`src/sv/rvd_pkg.sv`:
```
// Package for the RV32I/Zicsr decoder: class codes, encoding table,
// result types. No dependencies.
package rvd_pkg;

  localparam int WORD_W  = 32;
  localparam int CLASS_W = 6;
  localparam int NUM_ENC = 49;

  typedef logic [CLASS_W-1:0] class_t;

  typedef struct packed {
    logic [WORD_W-1:0] value;
    logic              csr_imm;
  } imm_t;

  // class codes, 0 means no table entry matched
  localparam class_t CLS_NONE    = 6'd0;
  localparam class_t CLS_ADDI    = 6'd1;
  localparam class_t CLS_ANDI    = 6'd6;
  localparam class_t CLS_SLLI    = 6'd7;
  localparam class_t CLS_SRAI    = 6'd9;
  localparam class_t CLS_LUI     = 6'd20;
  localparam class_t CLS_AUIPC   = 6'd21;
  localparam class_t CLS_JAL     = 6'd22;
  localparam class_t CLS_JALR    = 6'd23;
  localparam class_t CLS_BEQ     = 6'd24;
  localparam class_t CLS_BGEU    = 6'd29;
  localparam class_t CLS_LB      = 6'd30;
  localparam class_t CLS_LHU     = 6'd34;
  localparam class_t CLS_SB      = 6'd35;
  localparam class_t CLS_SW      = 6'd37;
  localparam class_t CLS_FENCE   = 6'd38;
  localparam class_t CLS_FENCE_I = 6'd39;
  localparam class_t CLS_CSRRWI  = 6'd47;
  localparam class_t CLS_CSRRSI  = 6'd48;
  localparam class_t CLS_CSRRCI  = 6'd49;

  localparam logic [31:0] OPC_MASK   = 32'h0000_007F;
  localparam logic [31:0] F3_MASK    = 32'h0000_7000;
  localparam logic [31:0] F7_MASK    = 32'hFE00_0000;
  localparam logic [31:0] F12_MASK   = 32'hFFF0_0000;
  localparam logic [31:0] UPPER_MASK = 32'hFFFF_F000;
  localparam logic [31:0] M_OF3      = OPC_MASK | F3_MASK;
  localparam logic [31:0] M_OF37     = OPC_MASK | F3_MASK | F7_MASK;
  localparam logic [31:0] M_ALL      = 32'hFFFF_FFFF;

  localparam logic [31:0] ENC_ECALL  = 32'h0000_0073;
  localparam logic [31:0] ENC_EBREAK = 32'h0010_0073;
  localparam logic [31:0] ENC_MRET   = 32'h3020_0073;
  localparam logic [31:0] ENC_WFI    = 32'h1050_0073;

  localparam logic [31:0] ENC_MASK [NUM_ENC] = '{
    M_OF3, M_OF3, M_OF3, M_OF3, M_OF3, M_OF3,
    M_OF37, M_OF37, M_OF37, M_OF37, M_OF37, M_OF37, M_OF37,
    M_OF37, M_OF37, M_OF37, M_OF37, M_OF37, M_OF37,
    OPC_MASK, OPC_MASK, OPC_MASK,
    M_OF3, M_OF3, M_OF3, M_OF3, M_OF3, M_OF3, M_OF3, M_OF3,
    M_OF3, M_OF3, M_OF3, M_OF3, M_OF3, M_OF3, M_OF3,
    M_OF3, M_OF3 | F12_MASK,
    M_ALL, M_ALL, M_ALL, M_ALL,
    M_OF3, M_OF3, M_OF3, M_OF3, M_OF3, M_OF3
  };

  localparam logic [31:0] ENC_MATCH [NUM_ENC] = '{
    32'h0000_0013, 32'h0000_2013, 32'h0000_3013,
    32'h0000_4013, 32'h0000_6013, 32'h0000_7013,
    32'h0000_1013, 32'h0000_5013, 32'h4000_5013,
    32'h0000_0033, 32'h4000_0033, 32'h0000_1033,
    32'h0000_2033, 32'h0000_3033, 32'h0000_4033,
    32'h0000_5033, 32'h4000_5033, 32'h0000_6033,
    32'h0000_7033,
    32'h0000_0037, 32'h0000_0017,
    32'h0000_006F, 32'h0000_0067,
    32'h0000_0063, 32'h0000_1063, 32'h0000_4063,
    32'h0000_5063, 32'h0000_6063, 32'h0000_7063,
    32'h0000_0003, 32'h0000_1003, 32'h0000_2003,
    32'h0000_4003, 32'h0000_5003,
    32'h0000_0023, 32'h0000_1023, 32'h0000_2023,
    32'h0000_000F, 32'h0000_100F,
    ENC_ECALL, ENC_EBREAK, ENC_MRET, ENC_WFI,
    32'h0000_1073, 32'h0000_2073, 32'h0000_3073,
    32'h0000_5073, 32'h0000_6073, 32'h0000_7073
  };

endpackage

```
`src/sv/rvd_classify.sv`:
```
// Mask/match classifier: parallel compare against the encoding table.
// Depends on rvd_pkg.
module rvd_classify import rvd_pkg::*; (
  input  logic [WORD_W-1:0] word,
  output class_t            inst_class
);

  // walk from the last entry down so the lowest matching entry wins
  always_comb begin
    inst_class = CLS_NONE;
    for (int i = NUM_ENC - 1; i >= 0; i--) begin
      if ((word & ENC_MASK[i]) == ENC_MATCH[i]) begin
        inst_class = CLASS_W'(i + 1);
      end
    end
  end

endmodule

```
`src/sv/rvd_imm_gen.sv`:
```
// Immediate builder: picks the format from the class and assembles it.
// Depends on rvd_pkg.
module rvd_imm_gen import rvd_pkg::*; (
  input  logic [WORD_W-1:0] word,
  input  class_t            inst_class,
  output imm_t              imm
);

  always_comb begin
    imm.value   = '0;
    imm.csr_imm = 1'b0;
    if (inst_class inside {[CLS_ADDI:CLS_ANDI], CLS_JALR, [CLS_LB:CLS_LHU],
                           CLS_FENCE, CLS_FENCE_I}) begin
      imm.value = {{20{word[31]}}, word[31:20]};
    end else if (inst_class inside {[CLS_SLLI:CLS_SRAI]}) begin
      imm.value = {27'd0, word[24:20]};
    end else if (inst_class inside {[CLS_SB:CLS_SW]}) begin
      imm.value = {{20{word[31]}}, word[31:25], word[11:7]};
    end else if (inst_class inside {[CLS_BEQ:CLS_BGEU]}) begin
      imm.value = {{19{word[31]}}, word[31], word[7], word[30:25], word[11:8], 1'b0};
    end else if (inst_class inside {CLS_LUI, CLS_AUIPC}) begin
      imm.value = word & UPPER_MASK;
    end else if (inst_class == CLS_JAL) begin
      imm.value = {{11{word[31]}}, word[31], word[19:12], word[20], word[30:21], 1'b0};
    end else if (inst_class inside {[CLS_CSRRWI:CLS_CSRRCI]}) begin
      imm.value   = {27'd0, word[19:15]};
      imm.csr_imm = 1'b1;
    end
  end

endmodule

```
`src/sv/rv32i_instruction_decoder.sv`:
```
// RV32I + Zicsr instruction decoder, top level.
// Datapath: input register, then decode logic into the result register.
// Throughput: one word per cycle while out_ready is held high; each stage
// loads when it is empty or when the stage after it is taking its word.
// Reset (rst_n low, synchronous) empties both stages; payload is not reset.
// Depends on rvd_pkg, rvd_classify, rvd_imm_gen.
module rv32i_instruction_decoder import rvd_pkg::*; (
  input  logic               clk,
  input  logic               rst_n,
  input  logic               in_valid,
  output logic               in_ready,
  input  logic [WORD_W-1:0]  in_instruction_word,
  output logic               out_valid,
  input  logic               out_ready,
  output logic [CLASS_W-1:0] out_inst_class,
  output logic [4:0]         out_dest_reg,
  output logic [4:0]         out_src1_reg,
  output logic [4:0]         out_src2_reg,
  output logic [2:0]         out_func3_field,
  output logic [6:0]         out_func7_field,
  output logic [11:0]        out_csr_number,
  output logic [4:0]         out_shift_amount,
  output logic signed [31:0] out_immediate,
  output logic               out_csr_uses_imm
);

  logic              s1_valid_r, s1_valid_nxt;
  logic [WORD_W-1:0] word_r;
  logic              out_valid_r, out_valid_nxt;
  logic              s2_ready;
  logic              s1_adv;
  logic              in_acc;

  class_t            cls;
  imm_t              imm;

  class_t            cls_r;
  logic [WORD_W-1:0] res_word_r;
  imm_t              imm_r;

  assign s2_ready = !out_valid_r || out_ready;
  assign in_ready = !s1_valid_r || s2_ready;
  assign in_acc   = in_valid && in_ready;
  assign s1_adv   = s1_valid_r && s2_ready;

  always_comb begin
    s1_valid_nxt = s1_valid_r;
    if (in_ready) begin
      s1_valid_nxt = in_valid;
    end
    out_valid_nxt = out_valid_r;
    if (s2_ready) begin
      out_valid_nxt = s1_valid_r;
    end
  end

  rvd_classify u_classify (
    .word       (word_r),
    .inst_class (cls)
  );

  rvd_imm_gen u_imm_gen (
    .word       (word_r),
    .inst_class (cls),
    .imm        (imm)
  );

  always_ff @(posedge clk) begin
    if (!rst_n) begin
      s1_valid_r  <= 1'b0;
      out_valid_r <= 1'b0;
    end else begin
      s1_valid_r  <= s1_valid_nxt;
      out_valid_r <= out_valid_nxt;
    end
  end

  always_ff @(posedge clk) begin
    if (in_acc) begin
      word_r <= in_instruction_word;
    end
    if (s1_adv) begin
      cls_r      <= cls;
      res_word_r <= word_r;
      imm_r      <= imm;
    end
  end

  assign out_valid        = out_valid_r;
  assign out_inst_class   = cls_r;
  assign out_dest_reg     = res_word_r[11:7];
  assign out_src1_reg     = res_word_r[19:15];
  assign out_src2_reg     = res_word_r[24:20];
  assign out_func3_field  = res_word_r[14:12];
  assign out_func7_field  = res_word_r[31:25];
  assign out_csr_number   = res_word_r[31:20];
  assign out_shift_amount = res_word_r[24:20];
  assign out_immediate    = signed'(imm_r.value);
  assign out_csr_uses_imm = imm_r.csr_imm;

endmodule

```
`config.mk`:
```
export PLATFORM = sky130hd
export DESIGN_NAME = rv32i_instruction_decoder
export DESIGN_NICKNAME = d
export VERILOG_FILES = /design/src/sv/rvd_pkg.sv /design/src/sv/rvd_classify.sv /design/src/sv/rvd_imm_gen.sv /design/src/sv/rv32i_instruction_decoder.sv
export SDC_FILE = /design/constraint.sdc
export NUM_CORES = 1
export LEC_CHECK = 0
export ABC_CLOCK_PERIOD_IN_PS = 6200
export BUFFER_PORTS_ARGS = -buffer_cell sky130_fd_sc_hd__buf_2
export CORE_MARGIN = 3
export CORE_UTILIZATION = 54
export CTS_CLUSTER_DIAMETER = 80
export CTS_CLUSTER_SIZE = 10
export DETAILED_ROUTE_END_ITERATION = 8
export PLACE_DENSITY = 0.89
export REMOVE_ABC_BUFFERS = 1
export SYNTH_ARGS = -nofsm -noshare
export SYNTH_HDL_FRONTEND = slang
export SYNTH_SLANG_ARGS = --single-unit
```
`constraint.sdc`:
```
create_clock -name clk -period 6.2 [get_ports clk]
set_input_delay 1.24 -clock clk [delete_from_list [all_inputs] [get_ports clk]]
set_output_delay 1.24 -clock clk [all_outputs]
set_load 0.01 [all_outputs]
```
==> impl_metrics.csv, run 1 <==
group,metric,value,unit
sta,report.final.slew_viol_count,0,
grt,grt_pass1_vias,3384,
run,maxCapViolations,0,
grt,grt_max_degree,65,
power_and_ir_drop,intPower,1.002,mW
die,num_io_pins,119,
finish,final_cell_mix,"118 x buf_2, 96 x edfxtp_1, 29 x nand2_1",
sta,tns,0,ps
worst_setup_path,path_max_fanout,21,
grt,antenna_found_initial,0,
synthesis,avgSynthCellArea,12.60,sq um
route,ant_nets,0,
route,routed_via_density,6.259,
sta,period_needed,3474,ps
die,start_util,56.15,%
finish,area_growth,15.62,%
placed_design,dp_hpwl,8.362,mm
synthesis,synth-seq-cells,98,
sta,max_slew.worst_pin.slew,911.8,ps
worst_setup_path,max_stage_delay,860,ps
sta,rsz0062_at_grt,"no",
worst_setup_path,worstSetupStartpointType,"flip-flop",
cts,cts_tree,"yes",
synthesis,synth_cells,368,
power_and_ir_drop,power_density,250.2,nW/um^2
power_and_ir_drop,power.switching_fraction,25.27,%
sta,setup_violations,0,
placed_design,dpl_cell_area,5151,sq um
worst_setup_path,critPathCaptureType,"flip-flop",
worst_setup_path,crit_chain,"nor2b_1, nor3_1, or4_4, or4b_1, a41oi_4, a21o_1",
grt,groute.usage.overall,24.21,%
route,routed_wirelength,11.84,mm
synthesis,yosys-top-cells-area,"edfxtp_1 62%, buf_4 2.8%, nand2_1 2.3%, a21o_1 2.1%, nor3_1 1.5%",
finish,multiInputGateArea,1465,sq um
finish,design_area,5361,sq um
cts,cts_setup_buffers,0,
sta,post-route-period-util,56.03,%
synthesis,synthArstFlopShare,0,%
finish,final_common_cell,"buf_2",
route,vias,3580,
worst_setup_path,crit_slowest_cell,"edfxtp_1",
route,wire_per_inst,20.69,um
synthesis,syn_area,4637,sq um
grt,grt_first_pass_wirelength,18.39,mm
finish,utilization,64.92,%
synthesis,ys_warn_count,0,
grt,overflow,0,
placed_design,port_buffers,118,
cts,cts_sinks,98,
synthesis,netlist.area_leader.share,62.17,%
worst_setup_path,cp_data_required_time,6430,ps
die,core_area,8258,sq um
finish,layout-drive-gt1-share,31.26,%
run_status,outcome,"completed",
cts,cts_buffers,9,
power_and_ir_drop,pwr-share-comb,7.8,%
synthesis,synth_top_area_cell,"edfxtp_1",
finish,nets,498,
synthesis,ys.flop_type,"edfxtp_1",
route,drt_iter0_markers,342,
die,dieArea,9735,sq um
cts,holdBufCountCts,0,
cts,clk_pin_slew,110,ps
placed_design,globalplace.congestion,0.9403,
synthesis,yosysSeqAreaShare,63.03,%
finish,antenna_cells,0,
power_and_ir_drop,power.share.clock,32.4,%
synthesis,synth_edf_count,96,
power_and_ir_drop,p_leak,2.121,nW
finish,fill_cells,663,
worst_setup_path,arrival,3700,ps
worst_hold_path,hp-class,"flip-flop to flip-flop",
power_and_ir_drop,seq_power_share,59.8,%
finish,register_area,2923,sq um
worst_setup_path,critical_path_class,"flip-flop to flip-flop",
route,firstDrtPassIters,5,
die,rows,33,
die,die_h,98.67,um
sta,fmax,0.2879,GHz
cts,clock_latency,370,ps
sta,finalClockSkew,15.49,ps
cts,cts_root_buffer,"clkbuf_8",
sta,slew_headroom,38.69,%
cts,htree_levels,3,
power_and_ir_drop,p_sw,0.3389,mW
route,drc,0,
sta,hold_viol_final,0,
die,die_w,98.67,um
power_and_ir_drop,ir_drop,0.0001756,V
cts,clk_path_buf_depth,2,
cts,cts-resized-gates,0,
synthesis,ys_types,64,
-- cell usage after synthesis (3+ instances only) --
cell type  count
and3_1         3
o31a_1         6
a21oi_1        8
or2_2          3
nand2_1       29
buf_4         17
nor2_1        18
nor3_1        14
or4_1          7
inv_1          7
o21ai_0        9
nor4b_1        4
nand3_1       11
a221o_1        5
or3_1          5
and2_1         9
o31ai_1        3
nor2b_1       11
nand4b_1       3
and4_1         3
buf_2          9
clkbuf_1       7
a21o_1        13
nor4_1        10
nand4_1       11
edfxtp_1      96
-- per-layer routing --
metal,track usage (%),share of wire (%),wire length [um],vias to the layer above
li1,-,-,-,1609
met1,33.92,40,4785,1717
met2,39.00,49,5747,226
met3,5.449,9.5,1120,28
met4,5.777,1.5,182,0
met5,0,0,0,-
-- power groups by stage --
stage	sequential, mW	combinational (mW)	clock (mW)
after floorplan	0.820	0.0403	0
after global placement	0.814	0.104	0
after detailed placement	0.815	0.105	0
after CTS	0.801	0.105	0.439
after global routing	0.806	0.114	0.468
final	0.802	0.105	0.435
-- flip-flops by register name (all words and copies together) (netlist names) --
| name | cells |
|---|---|
| out_valid | 1 |
| res_word_r | 25 |
| s1_valid_r | 1 |
| word_r | 32 |
| out_inst_class | 6 |
| out_immediate | 32 |
| out_csr_uses_imm | 1 |
-- cells by family (layout without fill, tap and decap cells) --
| family | Yosys count | after routing | share of synthesized area (%) |
|---|---|---|---|
| AO/OA/AOI/OAI | 70 | 70 | 11.87 |
| buffers and inverters | 44 | 143 | 5.531 |
| flip-flops | 98 | 98 | 63.03 |
| multiplexers | 2 | 2 | 0.4587 |
| AND/OR/NAND/NOR | 154 | 154 | 19.10 |
-- stage by stage --
stage / power (mW) / std cells / setup WS (ps) / hold slack [ps]
floorplan: 0.8602 / 331 / 1540 / 441.2
global placement: 0.9173 / 556 / 2852 / 470.4
detailed placement: 0.9204 / 556 / 2792 / 464.2
CTS: 1.345 / 572 / 2782 / 488.9
global route: 1.388 / 572 / 2426 / 514.6
finish: 1.341 / 572 / 2726 / 488.2
-- critical path, delay by kind of cell, from the launching register on --
kind | cells | cell delay, ps
AO/OA/AOI/OAI | 2 | 580
flip-flops | 1 | 860
AND/OR/NAND/NOR | 4 | 1900
-- final timing paths --
| check | start | to | slack, ps | cells after the start |
|---|---|---|---|---|
| min reg2reg | word_r[9]$_DFFE_PP_ | res_word_r[9]$_DFFE_PP_ | 490 | 0 |
| max | word_r[13]$_DFFE_PP_ | out_immediate[29]$_DFFE_PP_ | 2730 | 6 |
| min | word_r[9]$_DFFE_PP_ | res_word_r[9]$_DFFE_PP_ | 490 | 0 |
| max reg2reg | word_r[13]$_DFFE_PP_ | out_immediate[29]$_DFFE_PP_ | 2730 | 6 |
-- final cells by class --
type | count | area share (%)
multi-input cells | 226 | 27.33
repair buffers | 120 | 11.30
inverters | 7 | 0.4901
flip-flops and latches | 98 | 54.52
clock inverters | 7 | 1.610
well taps | 105 | 2.450
clock buffers | 9 | 2.310
Note: power is estimated with default switching activity, not from simulation.
==> run 2: changes to the inputs <==
--- a/config.mk
+++ b/config.mk
@@ -5,14 +5,14 @@
 export SDC_FILE = /design/constraint.sdc
 export NUM_CORES = 1
 export LEC_CHECK = 0
-export ABC_CLOCK_PERIOD_IN_PS = 6200
+export ABC_CLOCK_PERIOD_IN_PS = 3150
 export BUFFER_PORTS_ARGS = -buffer_cell sky130_fd_sc_hd__buf_2
 export CORE_MARGIN = 3
-export CORE_UTILIZATION = 54
+export CORE_UTILIZATION = 48
 export CTS_CLUSTER_DIAMETER = 80
 export CTS_CLUSTER_SIZE = 10
 export DETAILED_ROUTE_END_ITERATION = 8
-export PLACE_DENSITY = 0.89
+export PLACE_DENSITY = 0.84
 export REMOVE_ABC_BUFFERS = 1
 export SYNTH_ARGS = -nofsm -noshare
 export SYNTH_HDL_FRONTEND = slang
==> constraint.sdc (replaced) <==
create_clock -name clk -period 3.15 [get_ports clk]
set_input_delay 0.63 -clock clk [delete_from_list [all_inputs] [get_ports clk]]
set_output_delay 0.63 -clock clk [all_outputs]
set_load 0.01 [all_outputs]
==> impl_metrics.csv, run 2 (same netlist as run 1, synthesis figures left out) <==
group,metric,value,unit
run_status,outcome,"completed",
grt,groute.usage.overall,22.85,%
die,die_w,104.3,um
route,wire_per_inst,20.30,um
route,drc,0,
worst_setup_path,cp_data_required_time,3380,ps
sta,max_slew.worst_pin.slew,785.1,ps
cts,htree_levels,3,
placed_design,globalplace.congestion,0.9696,
grt,grt_pass1_vias,3503,
die,num_io_pins,119,
placed_design,dp_hpwl,9.082,mm
cts,cts_root_buffer,"clkbuf_8",
worst_hold_path,min_from,"in_instruction_word[15]",
worst_setup_path,crit_slowest_cell,"or4b_4",
worst_setup_path,startpoint,"word_r[1]$_DFFE_PP_",
finish,nets,525,
cts,cts_buffers,9,
sta,worst_slack,206.5,ps
grt,grt_first_pass_wirelength,19.42,mm
power_and_ir_drop,ir_drop,0.0002811,V
finish,final_cell_mix,"118 x buf_2, 96 x edfxtp_1, 29 x nand2_1",
grt,antenna_found_initial,0,
route,wl_met2,5.965,mm
sta,tns,0,ps
sta,period_needed,2943,ps
grt,grt_max_degree,65,
route,vias,3740,
sta,slew_headroom,47.66,%
route,drt_iter0_markers,521,
route,routed_via_density,6.003,
power_and_ir_drop,power_density,467.8,nW/um^2
sta,finalClockSkew,19.61,ps
route,ant_nets,0,
placed_design,port_buffers,118,
cts,cts_tree,"yes",
sta,hold_viol_final,0,
route,dr.max_layer_used,"met4",
worst_hold_path,hp-class,"primary input to flip-flop",
run,maxCapViolations,0,
finish,area_growth,20.91,%
cts,cts_sinks,98,
finish,final_common_cell,"buf_2",
worst_setup_path,path_max_fanout,11,
die,core_area,9328,sq um
worst_setup_path,crit_chain,"and3_1, o211ai_1, nand4_1, or4_4, or4b_4, a41oi_4, buf_12, a21o_1",
route,firstDrtPassIters,5,
route,routed_wirelength,12.64,mm
finish,antenna_cells,0,
placed_design,post-place-ws,198.7,ps
worst_setup_path,arrival,3180,ps
worst_setup_path,max_stage_delay,600,ps
worst_setup_path,critical_path_class,"flip-flop to flip-flop",
die,dieArea,10880,sq um
finish,layout-drive-gt1-share,35.83,%
cts,clock_latency,370,ps
sta,report.final.slew_viol_count,0,
sta,fmax,0.3397,GHz
worst_setup_path,critPathCaptureType,"flip-flop",
sta,setup_violations,0,
worst_setup_path,worstSetupStartpointType,"flip-flop",
power_and_ir_drop,total_power,2.623,mW
worst_setup_path,timing.rr.start,"word_r[1]$_DFFE_PP_",
die,start_util,49.71,%
route,met1_length,5.222,mm
route,wl_met3,1.044,mm
cts,clk_pin_slew,120,ps
grt,overflow,0,
power_and_ir_drop,p_leak,2.256,nW
die,die_h,104.3,um
sta,rsz0062_at_grt,"no",
cts,clk_path_buf_depth,2,
die,rows,35,
sta,post-route-period-util,93.44,%
==> run 2: worst paths after layout <==
check,end,slack [ps],cells past startpoint
worst min register to register,res_word_r[10]$_DFFE_PP_,510,0
worst min-delay path,word_r[15]$_DFFE_PP_,420,1
worst max-delay path,out_immediate[28]$_DFFE_PP_,210,8
worst max register to register,out_immediate[28]$_DFFE_PP_,210,8
==> run 2: through the flow <==
step           instance area, sq um  hold WS, ps  cells  utilization, %
6_report                       5607        422.3    623           60.11
3_3_place_gp                   5354        470.9    603           57.40
4_1_cts                        5553        411.7    619           59.53
5_1_grt                        5607        418.4    623           60.11
2_1_floorplan                  4407        441.2    331               -
3_5_place_dp                   5354        477.2    603           57.40
==> run 2: worst max-delay path: cells and delay by family (launching register included) <==
| kind | cells | cell delay [ps] |
|---|---|---|
| AO/OA/AOI/OAI | 3 | 550 |
| AND/OR/NAND/NOR | 4 | 1610 |
| buffers and inverters | 1 | 160 |
| flip-flops | 1 | 490 |
==> run 2: area by class of cell <==
class                      count  area, sq um
fill                         755         3721
clock buffer                  10        137.6
tap                          129        161.4
sequential                    98         2923
clock inverter                 6        61.31
timing repair buffer         147        820.8
multi-input combinational    226         1476
inverter                       7        26.28
==> run 2: timing repair <==
item | in CTS | in global routing
setup buffers | 0 | 4
hold buffers | 0 | 0
setup endpoints to repair | 0 | 11
resized for setup | 0 | 3
==> run 2: report_power, final <==
| part | switching, mW | leakage [nW] | total [mW] | internal [mW] |
|---|---|---|---|---|
| Combinational | 0.149 | 1.25 | 0.250 | 0.101 |
| Clock | 0.485 | 0.0978 | 0.812 | 0.327 |
| Sequential | 0.0529 | 0.910 | 1.56 | 1.51 |
| Total | 0.686 | 2.26 | 2.62 | 1.94 |
==> run 2: routing by layer <==
| metal | vias up | GRT usage [%] |
|---|---|---|
| met5 | - | 0 |
| li1 | 1660 | - |
| met2 | 272 | 36.35 |
| met4 | 0 | 9.592 |
| met1 | 1757 | 31.04 |
| met3 | 51 | 3.973 |
==> run 3: changes to the inputs <==
--- a/config.mk
+++ b/config.mk
@@ -5,14 +5,14 @@
 export SDC_FILE = /design/constraint.sdc
 export NUM_CORES = 1
 export LEC_CHECK = 0
-export ABC_CLOCK_PERIOD_IN_PS = 3150
+export ABC_CLOCK_PERIOD_IN_PS = 3610
 export BUFFER_PORTS_ARGS = -buffer_cell sky130_fd_sc_hd__buf_2
 export CORE_MARGIN = 3
-export CORE_UTILIZATION = 48
+export CORE_UTILIZATION = 54
 export CTS_CLUSTER_DIAMETER = 80
 export CTS_CLUSTER_SIZE = 10
 export DETAILED_ROUTE_END_ITERATION = 8
-export PLACE_DENSITY = 0.84
+export PLACE_DENSITY = 0.89
 export REMOVE_ABC_BUFFERS = 1
 export SYNTH_ARGS = -nofsm -noshare
 export SYNTH_HDL_FRONTEND = slang
==> constraint.sdc (replaced) <==
create_clock -name clk -period 3.61 [get_ports clk]
set_input_delay 0.722 -clock clk [delete_from_list [all_inputs] [get_ports clk]]
set_output_delay 0.722 -clock clk [all_outputs]
set_load 0.01 [all_outputs]
==> impl_metrics.csv, run 3 (same netlist as run 1, synthesis figures left out) <==
group,metric,value,unit
worst_setup_path,path_max_fanout,11,
die,die_h,98.67,um
sta,fmax,0.3130,GHz
cts,clk_path_buf_depth,2,
placed_design,placed_cells,568,
worst_setup_path,critical_path_class,"flip-flop to flip-flop",
cts,clk_pin_slew,100,ps
route,routed_wirelength,12.85,mm
die,core_area,8258,sq um
worst_setup_path,critPathCaptureType,"flip-flop",
power_and_ir_drop,power_density,424.4,nW/um^2
sta,setup_violations,0,
sta,rsz0062_at_grt,"no",
power_and_ir_drop,p_leak,2.182,nW
placed_design,dp_hpwl,9.284,mm
power_and_ir_drop,power.share.clock,32.0,%
placed_design,port_buffers,118,
route,routed_via_density,6.305,
die,num_io_pins,119,
cts,clock_latency,370,ps
grt,grt_pass1_vias,3512,
sta,report.final.slew_viol_count,0,
die,die_w,98.67,um
route,ant_nets,0,
finish,register_area,2923,sq um
grt,grt_max_degree,65,
route,drt_iter0_markers,360,
die,start_util,56.15,%
worst_setup_path,crit_slowest_cell,"or4b_1",
cts,htree_levels,3,
cts,cts_root_buffer,"clkbuf_8",
cts,cts_sinks,98,
cts,holdBufCountCts,0,
finish,antenna_cells,0,
finish,area_growth,17.49,%
sta,period_needed,3195,ps
finish,fill_cells,616,
sta,finalClockSkew,11.91,ps
cts,cts_setup_buffers,0,
finish,layout-drive-gt1-share,32.99,%
run,maxCapViolations,0,
die,dieArea,9735,sq um
sta,tns,0,ps
run_status,outcome,"completed",
grt,grt_first_pass_wirelength,19.76,mm
route,drc,0,
worst_setup_path,cp_data_required_time,3860,ps
power_and_ir_drop,ir_drop,0.0002510,V
route,wire_per_inst,22.01,um
worst_setup_path,arrival,3440,ps
finish,stdcell_count,584,
finish,final_common_cell,"buf_2",
cts,cts_tree,"yes",
die,rows,33,
power_and_ir_drop,power.switching_fraction,25.30,%
cts,cts_buffers,9,
worst_setup_path,crit_chain,"nor2b_1, nor3_1, or4_4, or4b_1, a41oi_4, a21o_1",
grt,antenna_found_initial,0,
grt,groute.usage.overall,26.50,%
sta,post-route-period-util,88.50,%
power_and_ir_drop,pwr-share-comb,8.6,%
sta,max_slew.worst_pin.slew,778.9,ps
finish,nets,510,
sta,hold_viol_final,0,
worst_setup_path,worstSetupStartpointType,"flip-flop",
placed_design,globalplace.congestion,1.038,
sta,slew_headroom,48.07,%
finish,final_cell_mix,"118 x buf_2, 96 x edfxtp_1, 29 x nand2_1",
power_and_ir_drop,p_sw,0.5849,mW
worst_setup_path,max_stage_delay,690,ps
route,firstDrtPassIters,5,
worst_hold_path,hp-class,"flip-flop to flip-flop",
grt,overflow,0,
finish,multiInputGateArea,1465,sq um
cts,cts-resized-gates,0,
power_and_ir_drop,intPower,1.727,mW
route,vias,3682,
power_and_ir_drop,seq_power_share,59.4,%
-- run 3: cell types whose count changed in the layout (fill, tap and decap cells not counted) --
cell,delta
buf_4,-14
buf_12,-1
bufinv_16,+1
clkbuf_8,-1
clkinv_1,+1
clkinv_8,-1
clkinvlp_4,-1
inv_8,+1
nand4bb_1,+1
nand4bb_2,-1
nor2b_1,+1
nor2b_2,-1
or4b_1,+1
or4b_4,-1
-- run 3: worst paths after layout --
path,slack (ps),cells past startpoint,endpoint,start
setup / recovery,420,6,out_immediate[25]$_DFFE_PP_,word_r[13]$_DFFE_PP_
hold reg to reg,510,0,res_word_r[8]$_DFFE_PP_,word_r[8]$_DFFE_PP_
setup reg to reg,420,6,out_immediate[25]$_DFFE_PP_,word_r[13]$_DFFE_PP_
hold / removal,510,0,res_word_r[8]$_DFFE_PP_,word_r[8]$_DFFE_PP_
-- run 3: per-stage QoR --
stage	hold slack (ps)	setup slack (ps)	utilization [%]	cell area (sq um)	power [mW]
after floorplan	441.2	-531.7	-	4407	1.477
after global placement	468.0	419.0	63.47	5241	1.592
after detailed placement	487.3	497.6	63.47	5241	1.594
after CTS	511.6	456.5	65.97	5448	2.318
after global routing	507.8	298.4	65.97	5448	2.388
final	513.3	415.1	65.97	5448	2.312
-- run 3: area by class of cell --
cell class / instances / share of cell area (%)
Sequential cell: 98 / 53.65
Multi-Input combinational cell: 226 / 26.89
Timing Repair Buffer: 132 / 12.77
Tap cell: 105 / 2.412
Clock buffer: 9 / 2.274
Clock inverter: 7 / 1.516
Inverter: 7 / 0.4823
-- run 3: per-layer routing --
metal,up-vias,track usage (%),share of wire [%]
met1,1757,35.33,39
li1,1635,-,-
met4,0,11.03,3.5
met5,-,0,0
met3,46,5.945,9.1
met2,244,42.28,48
-- run 3: critical path: cells and delay by family, from the launching register on --
| kind | cells | cell delay [ps] |
|---|---|---|
| simple gates | 4 | 1860 |
| flops | 1 | 650 |
| compound gates | 2 | 550 |
-- run 3: power groups by stage --
stage | logic (mW) | clock network (mW) | registers [mW]
floorplan | 0.0693 | 0 | 1.41
global placement | 0.198 | 0 | 1.39
detailed placement | 0.198 | 0 | 1.40
CTS | 0.199 | 0.748 | 1.37
global route | 0.215 | 0.795 | 1.38
finish | 0.199 | 0.741 | 1.37
